<file path="src/rtl/bia_pkg.sv">
`timescale 1ns / 1ps
// ----------------------------------------------------------------------------
// bia_pkg: shared types and constants for the body-to-inertial rotation core
// Fixed-point widths, CORDIC arctangent table, cell bus type, latency.
// ----------------------------------------------------------------------------
package bia_pkg;

    localparam int CORDIC_STAGES = 16;
    localparam int ATAN_ENTRIES  = 24;
    localparam int NUM_CELLS     = (CORDIC_STAGES < ATAN_ENTRIES) ? CORDIC_STAGES
                                                                  : ATAN_ENTRIES;

    localparam int ACCEL_W  = 24;   // Q15.8 inputs and gravity
    localparam int ANGLE_W  = 16;   // Q2.13 radians
    localparam int OUT_W    = 26;   // Q17.8 outputs
    localparam int XY_W     = 33;   // CORDIC x/y, Q30
    localparam int Z_W      = 34;   // CORDIC residual angle, Q30
    localparam int ATAN_W   = 31;
    localparam int SHIFT_W  = $clog2(ATAN_ENTRIES);
    localparam int PROD_W   = ACCEL_W + XY_W;
    localparam int ACC_W    = 58;
    localparam int FRAC_SH  = 30;
    localparam int ANGLE_SH = 17;   // Q13 to Q30

    // input register + cells + four post stages
    localparam int LATENCY  = NUM_CELLS + 5;

    localparam logic signed [Z_W-1:0]     Q30_PI       = 34'sd3373259426;
    localparam logic signed [Z_W-1:0]     Q30_HALF_PI  = 34'sd1686629713;
    localparam logic signed [XY_W-1:0]    CORDIC_GAIN0 = 33'sd652032874;
    localparam logic signed [ACCEL_W-1:0] GRAVITY_RESET = 24'sd2529;
    localparam logic signed [ACC_W-1:0]   ROUND_BIAS   = 58'sd536870912;
    localparam logic signed [ACC_W-1:0]   OUT_MAX      = 58'sd33554431;
    localparam logic signed [ACC_W-1:0]   OUT_MIN      = -58'sd33554432;

    localparam logic [ATAN_W-1:0] ATAN_TABLE [ATAN_ENTRIES] = '{
        31'h3243F6A8, 31'h1DAC6705, 31'h0FADBAFC, 31'h07F56EA6, 31'h03FEAB76,
        31'h01FFD55B, 31'h00FFFAAA, 31'h007FFF55, 31'h003FFFEA, 31'h001FFFFD,
        31'h000FFFFF, 31'h0007FFFF, 31'h0003FFFF, 31'h0001FFFF, 31'h0000FFFF,
        31'h00007FFF, 31'h00003FFF, 31'h00001FFF, 31'h00000FFF, 31'h000007FF,
        31'h000003FF, 31'h000001FF, 31'h000000FF, 31'h0000007F
    };

    typedef struct packed {
        logic signed [XY_W-1:0]    x;
        logic signed [XY_W-1:0]    y;
        logic signed [Z_W-1:0]     z;
        logic                      flip;
        logic signed [ACCEL_W-1:0] ax;
        logic signed [ACCEL_W-1:0] az;
    } cordic_bus_t;

endpackage

</file>
<file path="src/rtl/bia_cordic_cell.sv">
`timescale 1ns / 1ps
// ----------------------------------------------------------------------------
// bia_cordic_cell: one rotation-mode CORDIC micro-rotation
// Rotate x/y by +-atan(2^-i), update residual angle, pass operands along.
// ----------------------------------------------------------------------------
module bia_cordic_cell (
    input  logic                        clk,
    input  logic                        rst_n,
    input  logic [bia_pkg::SHIFT_W-1:0] shift_amt,
    input  logic [bia_pkg::ATAN_W-1:0]  atan_val,
    input  logic                        in_valid,
    input  bia_pkg::cordic_bus_t        bus_in,
    output logic                        out_valid,
    output bia_pkg::cordic_bus_t        bus_out
);
    import bia_pkg::*;

    logic                  valid_reg;
    cordic_bus_t           bus_reg;
    cordic_bus_t           bus_next;
    logic signed [XY_W-1:0] xs;
    logic signed [XY_W-1:0] ys;
    logic signed [Z_W-1:0]  atan_ext;

    always_comb
    begin
        xs       = bus_in.x >>> shift_amt;
        ys       = bus_in.y >>> shift_amt;
        atan_ext = $signed({{(Z_W-ATAN_W){1'b0}}, atan_val});
        bus_next = bus_in;
        // non-negative residual rotates positive
        if (!bus_in.z[Z_W-1])
        begin
            bus_next.x = bus_in.x - ys;
            bus_next.y = bus_in.y + xs;
            bus_next.z = bus_in.z - atan_ext;
        end
        else
        begin
            bus_next.x = bus_in.x + ys;
            bus_next.y = bus_in.y - xs;
            bus_next.z = bus_in.z + atan_ext;
        end
    end

    always_ff @(posedge clk or negedge rst_n)
    begin
        if (!rst_n)
            valid_reg <= 1'b0;
        else
            valid_reg <= in_valid;
    end

    always_ff @(posedge clk)
    begin
        bus_reg <= bus_next;
    end

    assign out_valid = valid_reg;
    assign bus_out   = bus_reg;

endmodule

</file>
<file path="config.mk">
export PLATFORM = sky130hd
export DESIGN_NAME = bia_cordic_cell
export DESIGN_NICKNAME = d
export VERILOG_FILES = /design/src/rtl/bia_pkg.sv /design/src/rtl/bia_cordic_cell.sv
export SDC_FILE = /design/constraint.sdc
export NUM_CORES = 1
export LEC_CHECK = 0
export ABC_CLOCK_PERIOD_IN_PS = 910
export BUFFER_PORTS_ARGS = -buffer_cell sky130_fd_sc_hd__buf_4
export CORE_ASPECT_RATIO = 0.7
export CORE_MARGIN = 2
export CORE_UTILIZATION = 35
export DETAILED_ROUTE_END_ITERATION = 7
export SLEW_MARGIN = 40
export SYNTH_ARGS = -nofsm -noshare
export SYNTH_HDL_FRONTEND = slang
export SYNTH_SLANG_ARGS = --single-unit
</file>
<file path="constraint.sdc">
create_clock -name clk -period 0.91 [get_ports clk]
set_input_delay 0.091 -clock clk [delete_from_list [all_inputs] [get_ports clk]]
set_output_delay 0.091 -clock clk [all_outputs]
set_load 0.01 [all_outputs]
</file>
Yosys cells after proc, flatten, opt, wreduce, memory -nomap -nowiden:

Index checks and enable logic that the tools add are counted.

* output and inout port bits: 150
* logic and storage cells: 16
* flip-flop bits (word level): 150
* input port bits: 188

* mux-type cells: 1
* shift operators: 2
* add/sub/neg operators: 6

Operators with widths (count)
* two-way mux 100 bit: 1
* adder 33 bit: 2
* >>> shifter 33 x 5 -> 33 bit: 2
* subtractor 33 bit: 2
* adder 34 x 32 -> 34 bit: 1
* subtractor 34 x 32 -> 34 bit: 1

Depth between registers and ports, before layout:

Gate-level depths: netlist (run 1).

* depth in word-level cells: 3
* mapped depth: 25
* depth with buffers taken out: 21

Least setup slack after synthesis (run 1):

No wires, ideal clock.

* kind: in2reg
* from: input shift_amt[1] in the netlist's numbering
* to: register bus_reg (netlist bit bus_out[114])
* data arrival time: 5266 ps
* slack: -4428 ps
* library setup time: 72 ps
* stages: 23
* path buffers: 2
* required time: 838 ps
* path through: buf_2 buf_2 mux4_2 mux4_2 and2_1 a31oi_1 ha_1 nand3_1 nor4_2 and2b_1 nor2_1 xor2_1 ha_1 a21oi_1 nor2b_1 o21ai_0 nand2b_1 or3b_2 o21ai_0 o21ai_0 or2_2 a21oi_1 xnor2_1

RTL lines
* start: declaration: RTL line bia_cordic_cell.sv:9 `input logic [bia_pkg::SHIFT_W-1:0] shift_amt,`
* end signal: assignment: RTL line bia_cordic_cell.sv:56 `bus_reg <= bus_next;`
* end: declaration: RTL line bia_cordic_cell.sv:19 `cordic_bus_t bus_reg;`

==> flow_summary.yaml, run 1 <==
synthesis:
  synth_nets: 1851
  yosys.area.top_type: "dfxtp_1"
  synth.area.top_cells: "dfxtp_1 (21%), mux4_2 (15%), ha_1 (8.8%), xnor2_1 (6.2%), xor2_1 (4.5%)"
  async_flop_share: 0.00667
  synthFlopType: "dfxtp_1"
  ys.warnings.count: 0
  synth_top_cell_area_share: 0.208
  synthTopCellsByCount: "dfxtp_1 (149), a21oi_1 (126), nor2_1 (126)"
  synth_most_common_cell: "dfxtp_1"
  synthCells: 1559
  avgSynthCellArea_um2: 9.19
  synth_edf_count: 0
  synth-seq-cells: 150
  ys_types: 96
  yosysSeqAreaShare: 0.210
  synth_area_um2: 14300
power:
  total_power_mw: 44.8
  powerDensity_nw_per_um2: 1660
  cellLeakagePower_nw: 12.4
  ir_drop_mv: 1.41
cts:
  clockBufferDepth: 2
  cts_tree: "built"
  cts_buffers: 17
  cts_root_buf: "clkbuf_16"
  holdBufCountCts: 53
  htreeDepth: 4
  path_clk_slew_ns: 0.07
  cts.sink_count: 150
worst_setup_path:
  critPathSlowestCell: "mux4_2"
  arrival_ns: 4.90
  path_class: "in2reg"
  crit_family: "multiplexers"
  cp_cell_sequence: "buf_16, buf_12, buf_12, mux4_2, mux2_4, mux4_2, a311oi_2, and4_4, and2_4, nor2_4, xor2_1, ha_1, o21ai_2, a311oi_2, buf_4, o211ai_1, buf_4, a21oi_4, o21ai_4, buf_6, buf_6, o21bai_1, a21oi_1, xnor2_1"
  worstPathRequired_ns: 1.25
  critical_path.max_stage_delay_ns: 0.62
  crit_path_end_kind: "flop"
  start_kind: "input pin"
  cp_max_fo: 5
  worst-path-buf-inv: 7
die:
  io_pins: 338
  dieArea_um2: 42600
  die_h_um: 173
  die_width_um: 246
  rows: 61
  initial_core_util: 0.358
  coreArea_um2: 40100
job:
  maxCapViolations: 0
finish:
  num-fill-cells: 3056
  area_growth_pct: 88.4
  drive_gt1_frac: 0.636
  final_util: 0.674
  final_cells: 3174
  layout.nets: 2917
timing:
  fmax_mhz: 219
  relSlewSlack: 0.524
  tightestPinTransition_ns: 0.707
  timing.final.ws_setup_ns: -3.65
  hold_viol: 2
  rsz0062_at_grt: "true"
  period_share: 5.02
  tns_ns: -259.86
  holdWs_ns: -0.0150
  slew_viol_final: 0
  setup_viol: 248
  finalWorstPathRequiredPeriod_ns: 4.56
routing:
  avgRoutedWirePerCell_um: 21.2
  vias: 17238
  drc: 0
  drt_pass1_iterations: 5
  ant_nets: 0
  drtIter0Drc: 1261
  viasPerCell: 5.43
  finalWirelength_um: 67400
global_route:
  grt_usage: 0.298
  overflow: 0
  antenna_found_initial: 1
  grt_pass1_wl_um: 97900
  grt_pass1_vias: 17180
  grt_max_degree: 22
min_path:
  hp-class: "in2reg"
placed_design:
  gp_congestion: 0.973
  hpwl_um: 51300
  place_ws_ns: -4.27
  portBuffers: 337
  placed_cells: 2992
run_status:
  status: "complete, but fails checks"
  violations: "hold timing, setup timing"
-- per-stage QoR --
| step | hold slack (ns) | instance area (um2) |
|---|---|---|
| floorplan | -0.205 | 15000 |
| global placement | -0.134 | 22700 |
| detailed placement | -0.133 | 22700 |
| CTS | -0.0643 | 25400 |
| global route | -0.0270 | 27000 |
| finish | -0.0150 | 27000 |
-- cells in the final DEF, fill, tap and decap left out, drive strengths merged, types with 15 or more instances in the layout --
cell / n
xnor2: 101
dlygate4sd3: 53
mux2i: 56
nand2: 109
clkbuf: 18
nand3: 31
o211ai: 15
a21o: 51
mux4: 96
a31oi: 24
inv: 53
nand2b: 18
a21oi: 127
mux2: 48
dfxtp: 149
xor2: 73
ha: 101
o21a: 22
and2: 15
o21ai: 72
buf: 1062
nor3: 27
nor2: 127
-- flip-flops by register name, summed over array words and instances, names as in the netlist --
| signal | cells |
|---|---|
| bus_out | 149 |
| out_valid | 1 |
-- cell type report --
| class | count | area, um2 | area share |
|---|---|---|---|
| Antenna cell | 1 | 2.50 | 0.0000927 |
| Clock buffer | 18 | 439 | 0.0163 |
| Clock inverter | 14 | 156 | 0.00579 |
| Inverter | 47 | 186 | 0.00691 |
| Multi-Input combinational cell | 1293 | 12500 | 0.464 |
| Sequential cell | 150 | 3190 | 0.118 |
| Tap cell | 535 | 669 | 0.0248 |
| Timing Repair Buffer | 1116 | 9820 | 0.364 |
-- kinds of logic (layout without fill, tap and decap cells) --
family          Yosys count  count (layout)  share of synthesized area
compound gates          412             412                      0.190
simple gates            403             403                      0.135
mux                     200             200                      0.229
xor+xnor                174             174                      0.106
flops                   150             150                      0.210
buf+inv                 116            1195                     0.0373
fa+ha+maj               104             104                     0.0924
other cells               0               1                          0
-- timing repair --
action	4_1_cts	5_1_grt
gates resized for setup	230	414
pin swaps	137	160
cloned	6	0
buffers inserted	63	51
setup endpoints to repair	248	249
endpoints found under the hold margin	55	2
-- worst paths after layout --
kind / startpoint / end / slack (ns) / cells after the start
max in group asynchronous: rst_n / out_valid / 0.33 / 3
setup / recovery: shift_amt[1] / bus_out[108] / -3.65 / 24
hold / removal: bus_in[50] / bus_out[50] / -0.01 / 2
min in group asynchronous: rst_n / out_valid / 0.47 / 3
-- report_power, final --
| part | switching, mW | leakage, nW | internal (mW) | total [mW] |
|---|---|---|---|---|
| registers | 0.999 | 1.27 | 8.96 | 9.96 |
| clock network | 3.58 | 0.287 | 3.97 | 7.55 |
| logic | 12.0 | 10.8 | 15.2 | 27.3 |
-- per-layer routing --
layer  GRT usage  share of wire
met4      0.0626          0.018
met1       0.415           0.44
met2       0.463           0.45
met5           0        0.00019
met3      0.0771          0.090
Power figures use the tool's default switching activity.
==> run 2, diff against run 1 <==
Settings changed: CORE_MARGIN 2 to not set.
==> run 2 against run 1 <==
  * The flow still finishes with violations (hold timing, setup timing)
  * Largest cell class unchanged
  * Highest routed layer is now met4
  * Cell count is 1.6% higher
  * Sequential power decreased by 0.6%
  * Fmax is 0.84% lower
  * Combinational power increased by 3%
  * Non-clock buffer count increased by 53
  * Critical path depth did not move
  * Global-route usage is 1.8 points higher
  * First-iteration DRC count increased by 6.6%
==> flow_summary.yaml, run 2 (same netlist as run 1, synthesis figures left out) <==
run_status:
  status: "complete, but fails checks"
  violations: "hold timing, setup timing"
worst_setup_path:
  path_class: "in2reg"
  start_kind: "input pin"
  cp_max_fo: 8
  crit_path_end_kind: "flop"
  worstPathRequired_ns: 1.27
  arrival_ns: 4.96
cts:
  htreeDepth: 4
  cts_tree: "built"
  path_clk_slew_ns: 0.07
  holdBufCountCts: 53
  cts_buffers: 17
  cts.sink_count: 150
  cts_root_buf: "clkbuf_16"
  clockBufferDepth: 2
timing:
  slew_viol_final: 0
  hold_viol: 2
  timing.final.ws_setup_ns: -3.69
  setup_viol: 248
  finalWorstPathRequiredPeriod_ns: 4.60
  tightestPinTransition_ns: 0.597
  holdWs_ns: -0.0366
  relSlewSlack: 0.598
  period_share: 5.06
  rsz0062_at_grt: "true"
  fmax_mhz: 217
routing:
  vias: 17304
  ant_nets: 0
  viasPerCell: 5.36
  drt_pass1_iterations: 5
  finalWirelength_um: 68500
  drc: 0
  avgRoutedWirePerCell_um: 21.2
  drtIter0Drc: 1344
placed_design:
  gp_congestion: 0.971
  placed_cells: 2999
  portBuffers: 337
  hpwl_um: 51300
  place_ws_ns: -4.35
finish:
  area_growth_pct: 92.8
  layout_commonest_cell: "buf_4"
  layout.nets: 2970
  largest_register_ffs: 149
  multi_input_area_um2: 12800
  drive_gt1_frac: 0.645
  regArea_um2: 3160
  num-fill-cells: 3034
  diodes: 0
  final_cell_mix: "buf_4 (849), buf_6 (233), dfxtp_2 (121), mux4_2 (95), nor2_1 (94)"
  final_cells: 3226
global_route:
  grt_pass1_vias: 17086
  grt_pass1_wl_um: 100000
  grt_usage: 0.316
  grt_max_degree: 31
  overflow: 0
  antenna_found_initial: 0
die:
  io_pins: 338
  die_width_um: 244
  die_h_um: 171
  rows: 61
  initial_core_util: 0.358
  dieArea_um2: 41800
  coreArea_um2: 40000
job:
  maxCapViolations: 0
power:
  ir_drop_mv: 1.51
  powerDensity_nw_per_um2: 1640
  cellLeakagePower_nw: 12.7
min_path:
  hp-class: "in2reg"
run 2: cell count changes in the layout (fill, tap and decap cells not counted), sizes merged:
cell / delta
diode: -1
clkinvlp: +1
buf: +53
inv: -1
run 2: power breakdown:
part	internal (mW)	switching, mW	leakage (nW)
sequential	8.91	0.987	1.27
clock	3.84	3.43	0.274
combinational	15.8	12.3	11.1
run 2: area by class of cell:
cell class,count,share of cell area
clock buffers,18,0.0155
flip-flops and latches,150,0.114
clock inverters,14,0.00525
repair buffers,1169,0.370
inverters,47,0.00684
multi-input cells,1293,0.464
well taps,535,0.0242
run 2: per-stage QoR:
step | TNS (ns) | hold slack [ns] | power [mW] | instance area, um2 | util
floorplan | -257.19 | -0.205 | 20.1 | 15000 | -
global placement | -297.08 | -0.134 | 31.1 | 22700 | 0.568
detailed placement | -305.54 | -0.133 | 31.4 | 22700 | 0.568
CTS | -247.84 | -0.0656 | 43.4 | 26600 | 0.666
global route | -272.19 | -0.0494 | 47.6 | 27600 | 0.691
finish | -258.13 | -0.0366 | 45.3 | 27600 | 0.691
run 2: critical path, cell delays in order:
cell	delay (ns)
buf_16	0.13
buf_12	0.16
mux4_2	0.53
mux2i_1	0.31
mux2_2	0.22
mux2_4	0.18
ha_4	0.14
and3_4	0.16
nand4_1	0.11
buf_6	0.16
nor4_4	0.34
a21boi_4	0.25
nand2_2	0.07
a41oi_2	0.22
nand3_2	0.11
ha_4	0.29
inv_2	0.04
or3_4	0.33
o211ai_1	0.26
a31oi_1	0.16
o21bai_1	0.20
a21oi_2	0.11
o31ai_2	0.28
xnor2_1	0.11
run 2: timing repair:
action | 4_1_cts | 5_1_grt
gates cloned | 5 | 0
buffers inserted | 106 | 66
pin swaps | 175 | 140
endpoints found under the hold margin | 54 | 2
gates resized for setup | 549 | 146
endpoints found under the setup margin | 248 | 248
run 2: path summary, 6_finish.rpt:
| check | start | endpoint | slack [ns] | cells after the start |
|---|---|---|---|---|
| hold / removal | bus_in[116] | bus_out[116] | -0.04 | 3 |
| setup / recovery | shift_amt[0] | bus_out[148] | -3.69 | 24 |
| max in group asynchronous | rst_n | out_valid | 0.33 | 3 |
| min in group asynchronous | rst_n | out_valid | 0.47 | 3 |
run 2: layer usage:
metal,global-route usage,vias to the layer above,routed length [um]
li1,-,8090,-
met2,0.485,737,30300
met4,0.0682,0,1240
met5,0,-,0
met3,0.0853,76,6060
met1,0.441,8401,30900
